<file path="src/design/w2r_pkg.sv">
// shared types, band table and per-band constants for the wavelength to rgb unit
`timescale 1ns / 1ps
`default_nettype none

package w2r_pkg;

    localparam int WL_W    = 14;   // wavelength, 4 fraction bits
    localparam int OUT_W   = 12;   // channel intensity, 12 fraction bits
    localparam int NCHAN   = 3;
    localparam int NBANDS  = 10;
    localparam int BAND_W  = 4;
    localparam int D_W     = 11;   // offset into a band, sixteenths of a nm
    localparam int CHAN_W  = 2;

    localparam logic [CHAN_W-1:0] CH_RED   = 2'd0;
    localparam logic [CHAN_W-1:0] CH_GREEN = 2'd1;
    localparam logic [CHAN_W-1:0] CH_BLUE  = 2'd2;

    localparam logic [OUT_W-1:0] OUT_MAX = 12'hFFF;

    // one spectral band: range, origin of t, width and coefficients in hundredths
    typedef struct packed {
        logic [CHAN_W-1:0] chan;
        logic [9:0]        lo_nm;
        logic [9:0]        hi_nm;
        logic [9:0]        base_nm;
        logic [6:0]        width_nm;
        logic signed [8:0] c0;
        logic signed [8:0] c1;
        logic signed [8:0] c2;
    } band_t;

    // bands in priority order, first match per channel wins
    localparam band_t BANDS [NBANDS] = '{
        '{CH_RED,   10'd400, 10'd410, 10'd400, 7'd10,   9'sd0,   9'sd33,  -9'sd20},
        '{CH_RED,   10'd410, 10'd475, 10'd410, 7'd65,   9'sd14,  9'sd0,   -9'sd13},
        '{CH_RED,   10'd545, 10'd595, 10'd545, 7'd50,   9'sd0,   9'sd198, -9'sd100},
        '{CH_RED,   10'd595, 10'd650, 10'd595, 7'd55,   9'sd98,  9'sd6,   -9'sd40},
        '{CH_RED,   10'd650, 10'd700, 10'd650, 7'd50,   9'sd65,  -9'sd84, 9'sd20},
        '{CH_GREEN, 10'd415, 10'd475, 10'd415, 7'd60,   9'sd0,   9'sd0,   9'sd80},
        '{CH_GREEN, 10'd475, 10'd590, 10'd475, 7'd115,  9'sd80,  9'sd76,  -9'sd80},
        '{CH_GREEN, 10'd590, 10'd639, 10'd585, 7'd54,   9'sd84,  -9'sd84, 9'sd0},
        '{CH_BLUE,  10'd400, 10'd475, 10'd400, 7'd75,   9'sd0,   9'sd220, -9'sd150},
        '{CH_BLUE,  10'd475, 10'd560, 10'd475, 7'd85,   9'sd70,  -9'sd100, 9'sd30}
    };

    // floor(2^36 / (50 * width^2)) per band
    localparam logic [23:0] RECIP [NBANDS] = '{
        24'd13743895, 24'd325299, 24'd549755, 24'd454343, 24'd549755,
        24'd381774,   24'd103923, 24'd471327, 24'd244335, 24'd190226
    };

    // per-channel band select result
    typedef struct packed {
        logic              hit;
        logic [BAND_W-1:0] band;
        logic [D_W-1:0]    d;
    } lane_in_t;

    // load strobes of the pipeline registers, stage 1 to the output register
    typedef struct packed {
        logic ld1;
        logic ld2;
        logic ld3;
        logic ld4;
        logic ld5;
        logic ld6;
        logic ld7;
    } pipe_ld_t;

    function automatic band_t band_of(input logic [BAND_W-1:0] b);
        band_t r;
        r = '0;
        if (b < BAND_W'(NBANDS)) begin
            r = BANDS[b];
        end
        return r;
    endfunction

    function automatic logic [23:0] band_recip(input logic [BAND_W-1:0] b);
        logic [23:0] r;
        r = '0;
        if (b < BAND_W'(NBANDS)) begin
            r = RECIP[b];
        end
        return r;
    endfunction

    function automatic logic [13:0] band_wsq(input logic [BAND_W-1:0] b);
        band_t bd;
        bd = band_of(b);
        return 14'(bd.width_nm) * 14'(bd.width_nm);
    endfunction

    // c0 * W^2 with W = 16 * width
    function automatic logic signed [32:0] band_k0(input logic [BAND_W-1:0] b);
        band_t bd;
        logic [13:0] wsq;
        bd  = band_of(b);
        wsq = band_wsq(b);
        return 33'(bd.c0) * $signed({11'b0, wsq, 8'b0});
    endfunction

    // c1 * W
    function automatic logic signed [19:0] band_k1(input logic [BAND_W-1:0] b);
        band_t bd;
        bd = band_of(b);
        return 20'(bd.c1) * $signed({9'b0, bd.width_nm, 4'b0});
    endfunction

    // rounding offset, 25 * width^2
    function automatic logic [18:0] band_k25(input logic [BAND_W-1:0] b);
        return 19'(band_wsq(b)) * 19'd25;
    endfunction

    // divisor, 50 * width^2
    function automatic logic [19:0] band_den(input logic [BAND_W-1:0] b);
        return 20'(band_wsq(b)) * 20'd50;
    endfunction

endpackage

`default_nettype wire

</file>
<file path="src/design/w2r_lane.sv">
// one color channel: quadratic evaluation, scaling by reciprocal and saturation
`timescale 1ns / 1ps
`default_nettype none

module w2r_lane (
    input  wire logic                         aclk,
    input  wire w2r_pkg::pipe_ld_t            ld,
    input  wire w2r_pkg::lane_in_t            sel,
    output logic [w2r_pkg::OUT_W-1:0]         chan_o
);

    // stage 2: d^2 and c1*W*d
    logic [21:0]                   dsq_next, dsq_reg;
    logic signed [31:0]            p1_next, p1_reg;
    logic signed [19:0]            k1;
    logic [w2r_pkg::BAND_W-1:0]    band2_reg;
    logic                          hit2_reg;

    always_comb begin
        k1       = w2r_pkg::band_k1(sel.band);
        dsq_next = 22'(sel.d) * 22'(sel.d);
        p1_next  = 32'(k1) * $signed({21'b0, sel.d});
    end

    always_ff @(posedge aclk) begin
        if (ld.ld2) begin
            dsq_reg   <= dsq_next;
            p1_reg    <= p1_next;
            band2_reg <= sel.band;
            hit2_reg  <= sel.hit;
        end
    end

    // stage 3: numerator N = c0*W^2 + c1*W*d + c2*d^2
    w2r_pkg::band_t                bd3;
    logic signed [8:0]             c2;
    logic signed [31:0]            p2;
    logic signed [32:0]            n_next, n_reg;
    logic [w2r_pkg::BAND_W-1:0]    band3_reg;
    logic                          hit3_reg;

    always_comb begin
        bd3    = w2r_pkg::band_of(band2_reg);
        c2     = bd3.c2;
        p2     = 32'(c2) * $signed({10'b0, dsq_reg});
        n_next = w2r_pkg::band_k0(band2_reg) + 33'(p1_reg) + 33'(p2);
    end

    always_ff @(posedge aclk) begin
        if (ld.ld3) begin
            n_reg     <= n_next;
            band3_reg <= band2_reg;
            hit3_reg  <= hit2_reg;
        end
    end

    // stage 4: scaled numerator with rounding offset, zero flag
    logic [34:0]                   z_next, z_reg;
    logic                          zero_next, zero4_reg;
    logic [w2r_pkg::BAND_W-1:0]    band4_reg;

    always_comb begin
        zero_next = !hit3_reg || n_reg[32] || (n_reg == '0);
        z_next    = {n_reg[31:0], 3'b000} + 35'(w2r_pkg::band_k25(band3_reg));
    end

    always_ff @(posedge aclk) begin
        if (ld.ld4) begin
            z_reg     <= z_next;
            zero4_reg <= zero_next;
            band4_reg <= band3_reg;
        end
    end

    // stage 5: quotient estimate by reciprocal, saturation check
    logic [19:0]                   den5;
    logic [47:0]                   prod;
    logic                          sat_next, sat5_reg, zero5_reg;
    logic [w2r_pkg::OUT_W-1:0]     q0_next, q0_5_reg;
    logic [31:0]                   zlo5_reg;
    logic [w2r_pkg::BAND_W-1:0]    band5_reg;

    always_comb begin
        den5     = w2r_pkg::band_den(band4_reg);
        sat_next = z_reg >= {3'b000, den5, 12'b0};
        prod     = 48'(z_reg[31:8]) * 48'(w2r_pkg::band_recip(band4_reg));
        q0_next  = prod[39:28];
    end

    always_ff @(posedge aclk) begin
        if (ld.ld5) begin
            q0_5_reg  <= q0_next;
            sat5_reg  <= sat_next;
            zero5_reg <= zero4_reg;
            zlo5_reg  <= z_reg[31:0];
            band5_reg <= band4_reg;
        end
    end

    // stage 6: back-multiply the estimate
    logic [31:0]                   qd_next, qd_reg;
    logic [w2r_pkg::OUT_W-1:0]     q0_6_reg;
    logic                          sat6_reg, zero6_reg;
    logic [31:0]                   zlo6_reg;
    logic [w2r_pkg::BAND_W-1:0]    band6_reg;

    always_comb begin
        qd_next = 32'(q0_5_reg) * 32'(w2r_pkg::band_den(band5_reg));
    end

    always_ff @(posedge aclk) begin
        if (ld.ld6) begin
            qd_reg    <= qd_next;
            q0_6_reg  <= q0_5_reg;
            sat6_reg  <= sat5_reg;
            zero6_reg <= zero5_reg;
            zlo6_reg  <= zlo5_reg;
            band6_reg <= band5_reg;
        end
    end

    // stage 7: correct estimate by one if remainder reaches the divisor
    logic [31:0]                   rem;
    logic [w2r_pkg::OUT_W-1:0]     qf;
    logic [w2r_pkg::OUT_W-1:0]     val_next, val_reg;

    always_comb begin
        rem = zlo6_reg - qd_reg;
        if (rem >= {12'b0, w2r_pkg::band_den(band6_reg)}) begin
            qf = q0_6_reg + 12'd1;
        end else begin
            qf = q0_6_reg;
        end
        if (zero6_reg) begin
            val_next = '0;
        end else if (sat6_reg) begin
            val_next = w2r_pkg::OUT_MAX;
        end else begin
            val_next = qf;
        end
    end

    always_ff @(posedge aclk) begin
        if (ld.ld7) begin
            val_reg <= val_next;
        end
    end

    assign chan_o = val_reg;

endmodule

`default_nettype wire

</file>
<file path="config.mk">
export PLATFORM = sky130hd
export DESIGN_NAME = w2r_lane
export DESIGN_NICKNAME = d
export VERILOG_FILES = /design/src/design/w2r_pkg.sv /design/src/design/w2r_lane.sv
export SDC_FILE = /design/constraint.sdc
export NUM_CORES = 2
export LEC_CHECK = 0
export ABC_AREA = 1
export BUFFER_PORTS_ARGS = -buffer_cell sky130_fd_sc_hd__buf_2
export CORE_ASPECT_RATIO = 2
export CORE_MARGIN = 2
export CORE_UTILIZATION = 35
export DETAILED_ROUTE_END_ITERATION = 8
export PLACE_DENSITY = 0.56
export SLEW_MARGIN = 20
export SYNTH_ARGS = -nofsm -noshare
export SYNTH_HDL_FRONTEND = slang
export SYNTH_SLANG_ARGS = --single-unit
</file>
<file path="constraint.sdc">
create_clock -name aclk -period 11.6 [get_ports aclk]
set_clock_uncertainty 0.1 [all_clocks]
set_input_delay 0.58 -clock aclk [delete_from_list [all_inputs] [get_ports aclk]]
set_output_delay 0.58 -clock aclk [all_outputs]
set_load 0.005 [all_outputs]
</file>
* After elaboration in Yosys (flattened, before gate mapping)
Memories as Yosys holds them, arrays and structs flattened.
Index checks and enable logic that the tools add are counted.
** Word-level totals
- Output and inout bits :: 12
- Bits in read-only memories :: 6720
- Bits of input ports :: 24
- Memories :: 7
- Bits in registers :: 276
** Cells by class
- Bitwise gates (word level) :: 6
- Muxes and demuxes :: 23
- $mul :: 16
- $add $sub $neg :: 5
- Reductions and logical operators :: 4
- Order comparisons :: 14
** Memory list
- (no name shown) :: depth 16, bits a word 66, read ports 1, clocked after Yosys merged registers in 0, wr ports 0, RTL line w2r_pkg.sv:75 : r = BANDS[b];
- (no name shown) :: depth 16, bits a word 66, read ports 1, clocked after Yosys merged registers in 0, wr ports 0, RTL line w2r_pkg.sv:75
- (no name shown) :: depth 16, bits a word 66, read ports 1, clocked after Yosys merged registers in 0, wr ports 0, RTL line w2r_pkg.sv:75
- (no name shown) :: depth 16, bits a word 66, read ports 1, clocked after Yosys merged registers in 0, wr ports 0, RTL line w2r_pkg.sv:75
- (no name shown) :: depth 16, bits a word 66, read ports 1, clocked after Yosys merged registers in 0, wr ports 0, RTL line w2r_pkg.sv:75
- (no name shown) :: depth 16, bits a word 66, read ports 1, clocked after Yosys merged registers in 0, wr ports 0, RTL line w2r_pkg.sv:75
- 1 more memories
** Operators with widths (number)
- 2-to-1 mux 34 bit :: 18
- multiplier 14 x 5 -> 19 bit, second input constant :: 4
- 2-to-1 mux 24 bit :: 3
- multiplier 7 x 7 -> 14 bit :: 5
- multiplier 24 x 24 -> 40 bit :: 1
- adder 35 x 19 -> 35 bit :: 1
- greater-or-equal comparator 35 x 32 -> 1 bit :: 1
- adder 32 x 32 -> 33 bit :: 1
- adder 33 x 32 -> 33 bit :: 1
- logical NOT 33 bit :: 1
- greater-or-equal comparator 32 x 20 -> 1 bit :: 1
- multiplier 9 x 23 -> 32 bit :: 1
- subtractor 32 bit :: 1
- multiplier 12 x 19 -> 31 bit :: 1
- greater-or-equal comparator 5 bit, second input constant :: 6
- NOT 4 -> 5 bit :: 6
- multiplier 16 x 12 -> 28 bit :: 1
- < comparator 4 bit, second input constant :: 6
- multiplier 9 x 15 -> 24 bit :: 1
- 2-to-1 mux 12 bit :: 2
- multiplier 11 x 11 -> 22 bit :: 1
- multiplier 9 x 8 -> 16 bit :: 1
- adder 12 x 1 -> 12 bit, second input constant :: 1
- logical OR 1 bit :: 2
- logical NOT 1 bit :: 1

* Logic depth before layout (Yosys ltp)
- Depth after elaboration :: 10
- Mapped depth :: 62

* Worst setup path after synthesis
OpenSTA, ideal clock, no wires.
- Kind :: register -> register
- Start :: register band2_reg[1] (netlist bit)
- End :: register n_reg[32] (data pin)
- Library setup time :: 0.260 ns
- Stages on the path, launching flop included :: 59
- Path slack :: 0.004 ns
- Data arrival time :: 11.236 ns
- Path through :: edfxtp_1 > buf_2 > nor2_1 > inv_1 > nor2_1 > inv_1 > a21oi_1 > ha_1 > inv_1 > fa_1 > inv_1 > fa_1 > fa_1 > ha_1 > nand2_1 > nor2_1 > a211oi_1 > o21ai_2 > [23 not listed] > xor2_1 > ha_1 > ha_1 > fa_1 > inv_1 > fa_1 > inv_1 > ha_1 > nand2_1 > nor2_1 > nand2_1 > nor4_1 > nand2_1 > o211ai_1 > a21oi_1 > nor2_1 > nor2_1 > xor2_1
** Between the ends
- Longest elaborated chain between the ends :: 9
** RTL lines
- from (decl) :: RTL line w2r_lane.sv:16 : logic [w2r_pkg::BAND_W-1:0] band2_reg;
- from (signal assigned) :: RTL line w2r_lane.sv:29 : band2_reg <= sel.band;
- NOT 4 -> 5 bit (implied by the code) :: RTL line w2r_pkg.sv:75
- memory read (16 x 66 bit)
- 2-to-1 mux 34 bit (implied by the code) (2 in a row) :: RTL line w2r_pkg.sv:75
- 2-to-1 mux 34 bit * :: RTL line w2r_pkg.sv:74 : if (b < BAND_W'(NBANDS)) begin
- multiplier 7 x 7 -> 14 bit :: RTL line w2r_pkg.sv:92 : return 14'(bd.width_nm) * 14'(bd.width_nm);
- multiplier 9 x 15 -> 24 bit :: RTL line w2r_pkg.sv:101 : return 33'(bd.c0) * $signed({11'b0, wsq, 8'b0});
- adder 32 x 32 -> 33 bit :: RTL line w2r_lane.sv:46 : n_next = w2r_pkg::band_k0(band2_reg) + 33'(p1_reg) + 33'(p2);
- adder 33 x 32 -> 33 bit * :: RTL line w2r_lane.sv:46
- named net n_next[32] :: RTL line w2r_lane.sv:38 : logic signed [32:0] n_next, n_reg;
- to (signal assigned) :: RTL line w2r_lane.sv:51 : n_reg <= n_next;
- to (decl) :: RTL line w2r_lane.sv:38
Mark *: on every way through the listed nets, which the timed path passes. The rest lies on a longest branch. The select of a mux whose other input is x is not followed.
A chain may end at the register's enable or synchronous reset.

* Worst setup path in the final report
- Start :: register band2_reg[0] (netlist bit)
- End :: register n_reg[32] (data pin)
The elaborated chain is that of the path after synthesis.

==> qor.yml <==
run_status:
  status: "finished, final reports clean"
worst_hold_path:
  min_path_type: "primary input to flip-flop"
timing:
  max_freq_ghz: 0.0875
  worst_slew_pin_slew_ps: 1180
  timing.hold.ws_ps: 229
  relSlewSlack_pct: 21.6
  fin_crit_ps: 11420
  finalCritPeriodShare_pct: 98.5
  setup_viol: 0
  maxSlewViolCount: 0
  finalSetupTns_ps: 0
  hold_viol_final: 0
  rsz0062_at_grt: "true"
synthesis:
  yosys.area.top_type: "fa_1"
  yosys.area.top_type_share_pct: 35.8
  synthTopCellsByCount: "inv_1 (2122), nand2_1 (1512), fa_1 (1232)"
  syn-mean-instance-area_um2: 8.43
  post-synth-top-count-cell: "inv_1"
  synth_edf_count: 272
  yosysSeqAreaShare_pct: 11.8
  async_flop_share_pct: 0
  synthTopCellsByArea: "fa_1 (36%), ha_1 (16%), edfxtp_1 (12%)"
  yosysWarnings: 0
  syn_area_mm2: 0.0690
  syn_inst: 8177
  ys_ff_latch: 272
  yosysUniqueCellTypes: 64
  synth_ff_type: "edfxtp_1"
cts:
  htreeDepth: 2
  path_clk_slew_ps: 60
  clock_latency_ps: 600
  cts_buffer_depth: 3
  postCtsHoldBufs: 0
  numCtsBuffers: 34
  cts_sinks: 272
  clock_tree.root_cell: "clkbuf_16"
  tritoncts: "done"
worst_setup_path:
  crit_fanout: 4
  startpoint_type: "flip-flop"
  slowest_delay_ps: 600
  worstSetupPathType: "flip-flop to flip-flop"
  cpMaxStageDelayCell: "fa_2"
  end_kind: "flip-flop"
  cp_common_cell: "fa_1"
  cp.required_ps: 11830
  arrival_ps: 11650
placed_design:
  routabilityCongestion: 1.04
  place_area_mm2: 0.0736
  numPortBuffers: 34
  place_inst: 10900
  dp_hpwl_mm: 199
cells_and_area:
  multi_input_area_mm2: 0.0533
  layout.cells.non_filler: 11000
  finalInstanceArea_mm2: 0.0761
  syn_to_final_growth_pct: 10.3
  largest_reg_flops: 34
  regArea_mm2: 0.00817
  n_fill_cell: 20100
  drive_gt1_share_pct: 8.19
  fin_nets: 10500
global_routing:
  grt_use_total_pct: 23.6
  antenna_found_initial: 11
  overflow: 0
  grt_pass1_wl_mm: 352
  grt_pass1_vias: 61800
  grt_max_degree: 57
drt:
  antenna_left: 0
  drtPass1Iterations: 6
  avgRoutedWirePerCell_um: 21.2
  drc: 0
  wirelength_mm: 233
  drtIter0Drc: 2315
  vias_per_cell: 4.96
  num_vias: 54300
floorplanning:
  die_w_um: 318
  io_pins: 36
  rows: 230
  die_area_mm2: 0.201
  die-height_um: 632
  core-area_mm2: 0.196
  start_util_pct: 35.2
run:
  drv_cap: 0
## cell families after synthesis
group           share of synthesized area, %
simple gates                            15.5
compound gates                          4.71
flops                                   11.8
fa+ha+maj                               51.4
xor+xnor                                3.83
other cells                           0.0109
buf+inv                                 12.7
mux                                   0.0163
## metrics by stage
stage	worst slack (ps)	utilization (%)
2_1_floorplan	3.51	-
6_report	176	38.8
3_3_place_gp	-493	37.5
5_1_grt	-371	38.8
4_1_cts	0.417	38.4
3_5_place_dp	-585	37.5
## routing by layer
layer  track usage, %  share of wire (%)  wire, µm  vias up
li1                 -                  -         -    24900
met1             17.5                 26     61500    27000
met2             47.7                 56    131000     1462
met3             3.46                3.9      8960      940
met4             25.1                 13     31300       12
met5                0              0.037        86        -
## layout make-up
| class | count | area share, % |
|---|---|---|
| multi-input combinational | 5607 | 70.0 |
| sequential | 272 | 10.7 |
| inverter | 2156 | 10.6 |
| tap | 2552 | 4.20 |
| timing repair buffer | 305 | 2.96 |
| clock buffer | 39 | 1.14 |
| clock inverter | 17 | 0.309 |
| antenna | 4 | 0.0132 |
## layout by cell type, fill, tap and decap left out, drive strengths merged, types with 17 or more instances in the layout
cell,instances
inv,2137
nand2,1541
fa,1232
ha,860
nor2,758
a21oi,318
buf,305
edfxtp,272
xor2,195
nand3,131
o21ai,131
xnor2,106
nand4,54
nor3,50
clkbuf,39
or2,32
clkinv,30
nor4,23
a31oi,23
o21bai,22
o211ai,18
conb,18
a21o,17
## final timing paths
kind         cells after the start                endpoint                    from  slack (ps)
min reg2reg                      0  zlo6_reg[19]$_DFFE_PP_  zlo5_reg[19]$_DFFE_PP_         310
max reg2reg                     57     n_reg[32]$_DFFE_PP_  band2_reg[0]$_DFFE_PP_         180
max                             57     n_reg[32]$_DFFE_PP_  band2_reg[0]$_DFFE_PP_         180
min                              1      hit2_reg$_DFFE_PP_                 sel[15]         230
## worst max-delay path, delay by kind of cell, from the launching register on
kind / cells / cell delay [ps]
DFF: 1 / 500
buffers and inverters: 14 / 1260
adders and majority gates: 15 / 6180
and+or+nand+nor: 15 / 1360
AOI/OAI and AO/OA: 12 / 1630
xor gates and xnor gates: 1 / 140
## what timing repair did
action | CTS | global route
pin swaps | 71 | 99
setup endpoints to repair | 19 | 25
setup buffers | 14 | 16
gates resized for setup | 92 | 166
hold endpoints to repair | 0 | 0
Power is left out: the tool's default activity adds up to more than one toggle a clock period on the data nets, which glitch-free logic cannot reach.
