--- src/design/w2r_pkg.sv ---
// shared types, band table and per-band constants for the wavelength to rgb unit
`timescale 1ns / 1ps
`default_nettype none

package w2r_pkg;

    localparam int WL_W    = 14;   // wavelength, 4 fraction bits
    localparam int OUT_W   = 12;   // channel intensity, 12 fraction bits
    localparam int NCHAN   = 3;
    localparam int NBANDS  = 10;
    localparam int BAND_W  = 4;
    localparam int D_W     = 11;   // offset into a band, sixteenths of a nm
    localparam int CHAN_W  = 2;

    localparam logic [CHAN_W-1:0] CH_RED   = 2'd0;
    localparam logic [CHAN_W-1:0] CH_GREEN = 2'd1;
    localparam logic [CHAN_W-1:0] CH_BLUE  = 2'd2;

    localparam logic [OUT_W-1:0] OUT_MAX = 12'hFFF;

    // one spectral band: range, origin of t, width and coefficients in hundredths
    typedef struct packed {
        logic [CHAN_W-1:0] chan;
        logic [9:0]        lo_nm;
        logic [9:0]        hi_nm;
        logic [9:0]        base_nm;
        logic [6:0]        width_nm;
        logic signed [8:0] c0;
        logic signed [8:0] c1;
        logic signed [8:0] c2;
    } band_t;

    // bands in priority order, first match per channel wins
    localparam band_t BANDS [NBANDS] = '{
        '{CH_RED,   10'd400, 10'd410, 10'd400, 7'd10,   9'sd0,   9'sd33,  -9'sd20},
        '{CH_RED,   10'd410, 10'd475, 10'd410, 7'd65,   9'sd14,  9'sd0,   -9'sd13},
        '{CH_RED,   10'd545, 10'd595, 10'd545, 7'd50,   9'sd0,   9'sd198, -9'sd100},
        '{CH_RED,   10'd595, 10'd650, 10'd595, 7'd55,   9'sd98,  9'sd6,   -9'sd40},
        '{CH_RED,   10'd650, 10'd700, 10'd650, 7'd50,   9'sd65,  -9'sd84, 9'sd20},
        '{CH_GREEN, 10'd415, 10'd475, 10'd415, 7'd60,   9'sd0,   9'sd0,   9'sd80},
        '{CH_GREEN, 10'd475, 10'd590, 10'd475, 7'd115,  9'sd80,  9'sd76,  -9'sd80},
        '{CH_GREEN, 10'd590, 10'd639, 10'd585, 7'd54,   9'sd84,  -9'sd84, 9'sd0},
        '{CH_BLUE,  10'd400, 10'd475, 10'd400, 7'd75,   9'sd0,   9'sd220, -9'sd150},
        '{CH_BLUE,  10'd475, 10'd560, 10'd475, 7'd85,   9'sd70,  -9'sd100, 9'sd30}
    };

    // floor(2^36 / (50 * width^2)) per band
    localparam logic [23:0] RECIP [NBANDS] = '{
        24'd13743895, 24'd325299, 24'd549755, 24'd454343, 24'd549755,
        24'd381774,   24'd103923, 24'd471327, 24'd244335, 24'd190226
    };

    // per-channel band select result
    typedef struct packed {
        logic              hit;
        logic [BAND_W-1:0] band;
        logic [D_W-1:0]    d;
    } lane_in_t;

    // load strobes of the pipeline registers, stage 1 to the output register
    typedef struct packed {
        logic ld1;
        logic ld2;
        logic ld3;
        logic ld4;
        logic ld5;
        logic ld6;
        logic ld7;
    } pipe_ld_t;

    function automatic band_t band_of(input logic [BAND_W-1:0] b);
        band_t r;
        r = '0;
        if (b < BAND_W'(NBANDS)) begin
            r = BANDS[b];
        end
        return r;
    endfunction

    function automatic logic [23:0] band_recip(input logic [BAND_W-1:0] b);
        logic [23:0] r;
        r = '0;
        if (b < BAND_W'(NBANDS)) begin
            r = RECIP[b];
        end
        return r;
    endfunction

    function automatic logic [13:0] band_wsq(input logic [BAND_W-1:0] b);
        band_t bd;
        bd = band_of(b);
        return 14'(bd.width_nm) * 14'(bd.width_nm);
    endfunction

    // c0 * W^2 with W = 16 * width
    function automatic logic signed [32:0] band_k0(input logic [BAND_W-1:0] b);
        band_t bd;
        logic [13:0] wsq;
        bd  = band_of(b);
        wsq = band_wsq(b);
        return 33'(bd.c0) * $signed({11'b0, wsq, 8'b0});
    endfunction

    // c1 * W
    function automatic logic signed [19:0] band_k1(input logic [BAND_W-1:0] b);
        band_t bd;
        bd = band_of(b);
        return 20'(bd.c1) * $signed({9'b0, bd.width_nm, 4'b0});
    endfunction

    // rounding offset, 25 * width^2
    function automatic logic [18:0] band_k25(input logic [BAND_W-1:0] b);
        return 19'(band_wsq(b)) * 19'd25;
    endfunction

    // divisor, 50 * width^2
    function automatic logic [19:0] band_den(input logic [BAND_W-1:0] b);
        return 20'(band_wsq(b)) * 20'd50;
    endfunction

endpackage

`default_nettype wire

--- src/design/w2r_band_sel.sv ---
// first pipeline stage: band lookup per channel and offset into the band
`timescale 1ns / 1ps
`default_nettype none

module w2r_band_sel (
    input  wire logic                                      aclk,
    input  wire w2r_pkg::pipe_ld_t                         ld,
    input  wire logic [w2r_pkg::WL_W-1:0]                  wavelength,
    output w2r_pkg::lane_in_t [w2r_pkg::NCHAN-1:0]         sel_o
);

    w2r_pkg::lane_in_t [w2r_pkg::NCHAN-1:0] sel_next;
    w2r_pkg::lane_in_t [w2r_pkg::NCHAN-1:0] sel_reg;

    // priority search per channel, lowest band index wins
    always_comb begin
        w2r_pkg::band_t bd;
        logic [w2r_pkg::WL_W-1:0] diff;
        for (int c = 0; c < w2r_pkg::NCHAN; c++) begin
            sel_next[c] = '0;
            for (int b = w2r_pkg::NBANDS - 1; b >= 0; b--) begin
                if (w2r_pkg::BANDS[b].chan == w2r_pkg::CHAN_W'(c) &&
                    wavelength >= {w2r_pkg::BANDS[b].lo_nm, 4'b0000} &&
                    wavelength <  {w2r_pkg::BANDS[b].hi_nm, 4'b0000}) begin
                    sel_next[c].hit  = 1'b1;
                    sel_next[c].band = w2r_pkg::BAND_W'(b);
                end
            end
            bd   = w2r_pkg::band_of(sel_next[c].band);
            diff = wavelength - {bd.base_nm, 4'b0000};
            sel_next[c].d = diff[w2r_pkg::D_W-1:0];
        end
    end

    always_ff @(posedge aclk) begin
        if (ld.ld1) begin
            sel_reg <= sel_next;
        end
    end

    assign sel_o = sel_reg;

endmodule

`default_nettype wire

--- config.mk ---
export PLATFORM = sky130hd
export DESIGN_NAME = w2r_band_sel
export DESIGN_NICKNAME = d
export VERILOG_FILES = /design/src/design/w2r_pkg.sv /design/src/design/w2r_band_sel.sv
export SDC_FILE = /design/constraint.sdc
export NUM_CORES = 1
export LEC_CHECK = 0
export BUFFER_PORTS_ARGS = -buffer_cell sky130_fd_sc_hd__buf_2
export CAP_MARGIN = 20
export CORE_MARGIN = 2
export CORE_UTILIZATION = 40
export CTS_BUF_LIST = sky130_fd_sc_hd__clkbuf_4 sky130_fd_sc_hd__clkbuf_8
export CTS_CLUSTER_DIAMETER = 200
export DETAILED_ROUTE_END_ITERATION = 16
export HOLD_SLACK_MARGIN = 0.03
export PLACE_DENSITY = 0.65
export SLEW_MARGIN = 20
export SYNTH_ARGS = -nofsm -noshare
export SYNTH_HDL_FRONTEND = slang
export SYNTH_SLANG_ARGS = --single-unit
export TNS_END_PERCENT = 100
--- constraint.sdc ---
create_clock -name aclk -period 4.9 [get_ports aclk]
set_input_delay 0.49 -clock aclk [delete_from_list [all_inputs] [get_ports aclk]]
set_output_delay 0.49 -clock aclk [all_outputs]
set_load 0.05 [all_outputs]
# Word-level counts from Yosys, hierarchy flattened
# Memories as Yosys holds them, arrays and structs flattened.
# Index checks and enable logic that the tools add are counted.
[totals]
register_bits = 48
rom_bits = 3168
input_bits = 22
out_inout_bits = 48
wordCells = 71
memories = 3
[memory_table]
columns = ["memory", "words", "word_bits", "read_ports", "rd_ports_with_merged_regs", "write_ports", "line_no", "text"]
rows = [
  ["(no name shown)", 16, 66, 1, 0, 0, "w2r_pkg.sv:75", "r = BANDS[b];"],
  ["(no name shown)", 16, 66, 1, 0, 0, "w2r_pkg.sv:75", ""],
  ["(no name shown)", 16, 66, 1, 0, 0, "w2r_pkg.sv:75", ""],
]
[op_classes]
add_sub_neg = 3
magnitude_cmp = 22
muxes = 19
n_bitwise = 3
n_reduce_logical = 12
[op_table]
columns = ["op", "n"]
rows = [
  ["$mux 41", 9],
  ["$lt 14x14->1 const B", 6],
  ["$ge 14x13->1 const B", 4],
  ["$ge 14x14->1 const B", 4],
  ["$sub 11x11->11", 3],
  ["$lt 14x13->1 const B", 2],
  ["$mux 4", 7],
  ["$ge 5x5->1 const B", 3],
  ["$mux 5", 3],
  ["$not 4->5", 3],
  ["$lt 4x4->1 const B", 3],
  ["$logic_and 1x1->1", 10],
  ["$reduce_or 4->1", 1],
  ["$reduce_or 2->1", 1],
]

# Depth between registers and ports, before layout
# Gate-level depths: netlist of the first run.
[logic_depth]
ltp_word = 13
ltp_mapped = 16
ltp_nobuf = 14

# Worst setup path before layout of the first run
# No wires, ideal clock.
[synth_timing]
path_kind = "input port to flip-flop"
start = "input port wavelength[6] in the netlist's numbering"
end = "register sel_reg, in the netlist sel_o[26] (data pin)"
setup_time_ns = 0.259
arrival_time_ns = 2.651
required_time_ns = 4.641
path_slack_ns = 1.990
stages = 16
path_buffers = 2
path_cell_list = "buf_6 -> a311o_1 -> nand3_2 -> o221a_2 -> or2_1 -> buf_6 -> nand2b_1 -> ha_1 -> inv_1 -> fa_1 -> a21oi_1 -> nor2b_1 -> o21ai_0 -> nand2b_1 -> a21oi_1 -> xnor2_1"
[synth_rtl]
columns = ["item", "line_no", "text"]
rows = [
  ["start, declared", "w2r_band_sel.sv:8", "input wire logic [w2r_pkg::WL_W-1:0] wavelength,"],
  ["end signal, assigned", "w2r_band_sel.sv:37", "sel_reg <= sel_next;"],
  ["end, declared", "w2r_band_sel.sv:13", "w2r_pkg::lane_in_t [w2r_pkg::NCHAN-1:0] sel_reg;"],
]

==> flow_summary.toml, run 1 <==
[die]
initial_core_util = 0.421
row_count = 26
die_y_um = 78.0
core_area_um2 = 5200
ios = 70
fp.dieW_um = 78.0
die_area_um2 = 6090

[timing]
tns_ps = 0
slew_viol_final = 0
report.final.hold_viol_count = 0
finalSetupViolCount = 0
rsz0062_at_grt = "false"
worst_pin_slew_ps = 772
timing.fmax_mhz = 336
finalCritPeriodShare = 0.608
slew_headroom = 0.485
min_period_ps = 2980

[clock_tree]
clock-sinks = 36
h-tree-depth = 2
cts_setup_buffers = 0
cts_tree = "yes"
numCtsBuffers = 5
cts_resized = 0
hold_buffers = 0
clk_pin_slew_ps = 70
cts.path.max_buffers = 2
cts_root_buf = "clkbuf_8"

[detailed_routing]
drc = 0
wl_per_cell_um = 12.8
first_pass_iters = 4
wl_um = 4040
ant_nets = 0
drtIter0Drc = 69
vias = 1507
vias_per_cell = 4.78

[grt]
grt_max_degree = 37
overflow = 0
antenna_found_initial = 0
first_global_vias = 1440
grtUsageTotal = 0.145
grt_pass1_wl_um = 6840

[setup_path]
crit_buf_inv = 2
crit_family = "compound AO/OA/AOI/OAI gates"
critical_path.cell_chain = "buf_2 > a311o_1 > nand3_2 > o221a_2 > or2_1 > nand2b_1 > ha_1 > inv_1 > fa_1 > a21oi_1 > nor2b_1 > o21ai_0 > nand2b_1 > a21oi_1 > xnor2_1"
crit_type = "input pin to register"
critPathArrivalTime_ps = 3030
cp-start-kind = "input pin"
crit_cells = 15
critPathMaxFanout = 9
crit_start = "wavelength[7]"
critPathSlowestCell = "fa_1"
cp_slowest_stage_delay_ps = 390
critPathCaptureType = "register"
cp-endpoint = "sel_o[26]"
worst_ep_required_time_ps = 4950

[synth]
ys_async_sr_fraction = 0
yosysMostFrequentCell = "edfxtp_1"
synth_edf_count = 36
yosysUniqueCellTypes = 43
yosysTopAreaCellShare = 0.493
yosys-top-cells-count = "edfxtp_1, ha_1, inv_1, a21oi_1, buf_4"
synthTopCellsByArea = "edfxtp_1, ha_1, xnor2_1, buf_4, a21oi_1"
postSynthAreaPerCell_um2 = 11.5
ys_ff_latch = 36
yosys_warnings = 0
synthCells = 191
synth_top_flop_cell = "edfxtp_1"
synth_top_area_cell = "edfxtp_1"
seq_area_frac_synth = 0.493
synthesis.area_um2 = 2190

[placement]
io_buffers = 59
dp_hpwl_um = 3020
gp_congestion = 0.787
dpl_cell_area_um2 = 2450

[min_path]
hold_depth = 1
hp-class = "input pin to register"

[final_layout]
nNetsFinal = 284
fin_area_um2 = 2560
drive_gt1_frac = 0.314
diodes = 0
largest_reg_flops = 36
areaGrowthSynthToFinish_pct = 16.8

[power]
power_per_cell_area_nw_per_um2 = 372
peakVddDrop_mv = 0.138
p_leak_uw = 0.00111

[status]
status = "completed"

[flow_run]
maxCapViolCount = 0
## logic make-up (layout without fill, tap and decap cells)
family | after synthesis | after routing | share of synthesized area
AO/OA/AOI/OAI | 41 | 41 | 0.120
XOR/XNOR | 16 | 16 | 0.0674
buffers and inverters | 33 | 83 | 0.0913
other | 2 | 6 | 0.00343
AND/OR/NAND/NOR | 45 | 45 | 0.112
adder cells (fa/ha/maj) | 18 | 18 | 0.113
flip-flops | 36 | 36 | 0.493
## power breakdown
part	switching (uW)	internal, uW	leakage [uW]	total (uW)
Sequential	8.11	384	0.000350	392
Combinational	226	73.7	0.000700	300
Clock	103	156	0.0000586	260
Total	338	614	0.00111	952
## worst min path at each step
| stage | startpoint | end | slack (ps) |
|---|---|---|---|
| 6_report | wavelength[1] | sel_o[33] | 370 |
| 5_1_grt | wavelength[2] | sel_o[34] | 370 |
| 4_1_cts | wavelength[1] | sel_o[33] | 360 |
| 3_5_place_dp | wavelength[3] | sel_o[35] | 670 |
| 3_3_place_gp | wavelength[0] | sel_o[32] | 670 |
| 2_1_floorplan | wavelength[0] | sel_o[32] | 590 |
## layer usage
metal,vias up,GRT usage,share of wire
met2,62,0.237,0.47
met5,-,0,0
li1,758,-,-
met1,683,0.181,0.44
met3,4,0.0402,0.077
met4,0,0.0614,0.011
## layout make-up
cell class / instances / area [um2]
tap: 70 / 87.6
clock buffer: 6 / 76.3
clock inverter: 2 / 35.0
timing repair buffer: 59 / 295
sequential: 36 / 1080
fill: 516 / 2640
multi-input combinational: 126 / 926
inverter: 16 / 60.1
## stage by stage
stage / cells / worst slack (ps) / hold slack (ps) / total power, uW / utilization
after floorplan: 195 / 1990 / 589 / 646 / -
after global placement: 307 / 1670 / 667 / 696 / 0.471
after detailed placement: 307 / 1590 / 668 / 700 / 0.471
after CTS: 315 / 1910 / 364 / 962 / 0.492
after global routing: 315 / 1660 / 366 / 994 / 0.492
final: 315 / 1920 / 373 / 952 / 0.492
## cell usage in the layout, fill, tap and decap left out, types with 3 or more instances in the layout
cell type,instances
buf_2,59
edfxtp_1,36
inv_1,15
ha_1,15
a21oi_1,14
nand2_1,11
nor2_1,11
xnor2_1,11
o21ai_0,9
nand2b_1,6
conb_1,6
clkbuf_8,5
nor2b_1,4
xor2_1,4
a21o_1,4
fa_1,3
Note: power is estimated with default switching activity, not from simulation.
==> run 2, diff against run 1 <==
==> constraint.sdc (replaced) <==
create_clock -name aclk -period 2.9 [get_ports aclk]
set_input_delay 0.29 -clock aclk [delete_from_list [all_inputs] [get_ports aclk]]
set_output_delay 0.29 -clock aclk [all_outputs]
set_load 0.05 [all_outputs]
==> flow_summary.toml, run 2 (synthesis gave the netlist of run 1 again) <==
[grt]
grt_pass1_wl_um = 7090
overflow = 0
antenna_found_initial = 0
groute.layer.met1.usage = 0.201
grt_busiest_layer = "met2"
first_global_vias = 1523
gr-usage-met3 = 0.0402
grt_max_degree = 37
grtUsageTotal = 0.149
use_met2 = 0.233

[clock_tree]
hold_buffers = 0
cts_tree = "yes"
cts_setup_buffers = 0
clk_pin_slew_ps = 70
clock-sinks = 36
cts_root_buf = "clkbuf_8"
cts.path.max_buffers = 2
cts_resized = 0
h-tree-depth = 2
numCtsBuffers = 5

[setup_path]
critPathSlowestCell = "fa_1"
cp-start-kind = "input pin"
critPathMaxFanout = 6
critical_path.cell_chain = "buf_2 > a311o_1 > nand3_2 > o221a_2 > or2_1 > nand2b_1 > ha_1 > inv_1 > fa_1 > a21oi_1 > nor2b_1 > o21ai_0 > nand2b_1 > a21oi_1 > xnor2_1"
critPathCaptureType = "register"
crit_start = "wavelength[7]"
crit_type = "input pin to register"
cp_slowest_stage_delay_ps = 400
worst_ep_required_time_ps = 2950
critPathArrivalTime_ps = 2600

[die]
core_area_um2 = 5200
fp.dieW_um = 78.0
die_y_um = 78.0
initial_core_util = 0.421
row_count = 26
ios = 70
die_area_um2 = 6090

[placement]
dp_hpwl_um = 3180
gp_congestion = 0.773
io_buffers = 59

[detailed_routing]
wl_um = 4210
wl_per_cell_um = 12.6
drtIter0Drc = 86
first_pass_iters = 4
drc = 0
ant_nets = 0
vias_per_cell = 4.72
vias = 1571

[power]
power_per_cell_area_nw_per_um2 = 572
peakVddDrop_mv = 0.218
power_uw = 1530
p_leak_uw = 0.00118

[timing]
timing.fmax_mhz = 391
rsz0062_at_grt = "false"
slew_headroom = 0.489
min_period_ps = 2560
finalCritPeriodShare = 0.882
slew_viol_final = 0
finalSetupViolCount = 0
report.final.hold_viol_count = 0
worst_pin_slew_ps = 766

[final_layout]
areaGrowthSynthToFinish_pct = 21.7
largest_reg_flops = 36
nNetsFinal = 302
drive_gt1_frac = 0.357
num-fill-cells = 495
diodes = 0
register_area_um2 = 1080
fin_util = 0.513
multi_input_area_um2 = 926
layout_common_cells = "buf_2, edfxtp_1, buf_4, inv_1, ha_1"
mostFrequentLayoutCell = "buf_2"

[flow_run]
maxCapViolCount = 0

[status]
status = "completed"

[min_path]
hp-class = "input pin to register"
min_from = "wavelength[0]"
-- run 2: cell types whose count changed in the layout (fill, tap and decap cells not counted), sizes merged --
| cell | delta |
|---|---|
| bufinv | -1 |
| clkinv | +2 |
| clkbuf | -1 |
| buf | +18 |
-- run 2: layout make-up --
| class | count | area share |
|---|---|---|
| Tap cell | 70 | 0.0328 |
| Multi-Input combinational cell | 126 | 0.347 |
| Clock buffer | 5 | 0.0258 |
| Inverter | 16 | 0.0225 |
| Clock inverter | 3 | 0.00516 |
| Sequential cell | 36 | 0.405 |
| Timing Repair Buffer | 77 | 0.161 |
-- run 2: routing by layer --
| layer | vias up | share of wire |
|---|---|---|
| met2 | 51 | 0.47 |
| met3 | 5 | 0.057 |
| met4 | 0 | 0.014 |
| met5 | - | 0 |
| li1 | 795 | - |
| met1 | 720 | 0.46 |
-- run 2: worst max-delay path, delay by kind of cell --
family,cells,cell delay [ps]
AOI/OAI and AO/OA,5,1040
adders and majority gates,2,530
buffers and inverters,2,210
xor gates and xnor gates,1,90
and+or+nand+nor,5,440
-- run 2: final timing paths --
| check | to | slack (ps) | cells after the start |
|---|---|---|---|
| worst min-delay path | sel_o[32] | 170 | 1 |
| worst max-delay path | sel_o[26] | 340 | 15 |
-- run 2: through the flow --
step | instances | cell area [um2] | TNS (ps) | hold WS (ps) | setup slack (ps)
floorplan | 195 | 2210 | 0 | 389 | 190
global placement | 325 | 2580 | 0 | 467 | 70.6
detailed placement | 325 | 2580 | -6.79 | 469 | -6.79
CTS | 333 | 2670 | 0 | 169 | 324
global route | 333 | 2670 | 0 | 167 | 25.9
finish | 333 | 2670 | 0 | 172 | 341
-- run 2: power by group --
part / switching [uW] / internal [uW] / total [uW] / leakage, uW
Combinational: 386 / 141 / 527 / 0.000788
Clock: 174 / 163 / 337 / 0.0000453
Sequential: 13.5 / 649 / 662 / 0.000350
==> run 3, diff against run 2 <==
--- a/config.mk
+++ b/config.mk
@@ -13,7 +13,7 @@
 export CTS_CLUSTER_DIAMETER = 200
 export DETAILED_ROUTE_END_ITERATION = 16
 export HOLD_SLACK_MARGIN = 0.03
-export PLACE_DENSITY = 0.65
+export PLACE_DENSITY = 0.68
 export SLEW_MARGIN = 20
 export SYNTH_ARGS = -nofsm -noshare
 export SYNTH_HDL_FRONTEND = slang
==> constraint.sdc (replaced) <==
create_clock -name aclk -period 2.2 [get_ports aclk]
set_input_delay 0.22 -clock aclk [delete_from_list [all_inputs] [get_ports aclk]]
set_output_delay 0.22 -clock aclk [all_outputs]
set_load 0.05 [all_outputs]
==> flow_summary.toml, run 3 (synthesis gave the netlist of run 1 again) <==
[status]
status = "complete, but fails checks"
violations = "negative setup slack"

[timing]
finalCritPeriodShare = 1.04
report.final.hold_viol_count = 0
timing.fmax_mhz = 435
min_period_ps = 2300
slew_viol_final = 0
slew_headroom = 0.469
worst_pin_slew_ps = 797
finalSetupViolCount = 3
setup_ws_ps = -98.5
rsz0062_at_grt = "true"

[placement]
dp_hpwl_um = 3650
io_buffers = 59
pre_cts_slack_ps = -438
gp_congestion = 0.929

[detailed_routing]
ant_nets = 0
wl_um = 4930
wl_per_cell_um = 12.7
drc = 0
vias_per_cell = 4.64
first_pass_iters = 6
vias = 1806
drtIter0Drc = 54

[final_layout]
areaGrowthSynthToFinish_pct = 50.9
largest_reg_flops = 36
nNetsFinal = 358
fin_util = 0.636
layout_common_cells = "buf_4, buf_2, edfxtp_1, inv_1, ha_1"
diodes = 0
num-fill-cells = 427
mostFrequentLayoutCell = "buf_4"
drive_gt1_frac = 0.567

[die]
ios = 70
row_count = 26
fp.dieW_um = 78.0
initial_core_util = 0.421
core_area_um2 = 5200
die_y_um = 78.0
die_area_um2 = 6090

[power]
p_int_uw = 1360
p_sw_uw = 805
peakVddDrop_mv = 0.437
power_per_cell_area_nw_per_um2 = 655
clkPwrFrac = 0.205
p_leak_uw = 0.00150
seqPwrFrac = 0.402
p_comb_frac = 0.392
p_sw_frac = 0.371

[grt]
grt_max_degree = 37
overflow = 0
antenna_found_initial = 0
grt_pass1_wl_um = 7790
grtUsageTotal = 0.165
first_global_vias = 1694

[setup_path]
cp_common_cell = "a21oi_2"
critPathSlowestCell = "fa_2"
crit_buf_inv = 2
cp-start-kind = "input pin"
crit_family = "compound AO/OA/AOI/OAI gates"
critPathCaptureType = "register"
worst_ep_required_time_ps = 2240
critPathArrivalTime_ps = 2340
cp_slowest_stage_delay_ps = 350
critPathMaxFanout = 6
crit_type = "input pin to register"
critical_path.cell_chain = "buf_2 > a311o_1 > nand3_2 > o221a_4 > or2_1 > nand2b_4 > ha_4 > inv_4 > fa_2 > a21oi_2 > nor2b_2 > o21ai_1 > nand2b_1 > a21oi_2 > xnor2_1"
crit_cells = 15

[clock_tree]
cts.path.max_buffers = 2
cts_root_buf = "clkbuf_8"
hold_buffers = 0
cts_tree = "yes"
clock-sinks = 36
numCtsBuffers = 5
clk_pin_slew_ps = 70
h-tree-depth = 2

[min_path]
hp-class = "input pin to register"
whs_endpoint = "sel_o[35]"
hold_depth = 1
min_from = "wavelength[3]"

[flow_run]
maxCapViolCount = 0
## run 3: per-stage QoR
step | power (uW) | TNS, ps | std cells | area, um2 | hold slack [ps]
floorplan | 1460 | -626 | 195 | 2310 | 319
global placement | 1670 | -2640 | 366 | 2990 | 398
detailed placement | 1680 | -2930 | 366 | 2990 | 399
CTS | 2160 | -172 | 382 | 3190 | 98.3
global route | 2280 | -828 | 389 | 3310 | 88.7
finish | 2170 | -246 | 389 | 3310 | 110
## run 3: power by group through the flow
stage	clock (uW)	combinational (uW)	sequential, uW
6_report	445	851	872
2_1_floorplan	0	290	1170
3_5_place_dp	0	790	888
3_3_place_gp	0	781	888
4_1_cts	468	818	873
5_1_grt	492	903	880
## run 3: per-layer routing
layer,part of all wire,vias up,global-route usage
li1,-,913,-
met1,0.44,833,0.209
met2,0.49,52,0.277
met3,0.047,8,0.0287
met4,0.021,0,0.0737
met5,0,-,0
## run 3: what timing repair did
action | in CTS | in global routing
buffers inserted | 8 | 7
pin swaps | 11 | 18
hold endpoints to repair | 0 | 0
gates resized for setup | 14 | 23
setup endpoints to repair | 3 | 9
## run 3: worst max-delay path by stage
stage	end	slack, ps	start
2_1_floorplan	sel_o[26]	-310	wavelength[6]
3_3_place_gp	sel_o[10]	-370	wavelength[7]
3_5_place_dp	sel_o[26]	-440	wavelength[7]
4_1_cts	sel_o[26]	-130	wavelength[6]
5_1_grt	sel_o[26]	-190	wavelength[7]
6_report	sel_o[26]	-100	wavelength[7]
## run 3: area by class of cell
type	count	area (um2)	area share
Clock buffer	5	68.8	0.0208
Clock inverter	3	13.8	0.00416
Inverter	16	62.6	0.0189
Multi-Input combinational cell	126	1090	0.330
Sequential cell	36	1080	0.327
Tap cell	70	87.6	0.0265
Timing Repair Buffer	133	903	0.273
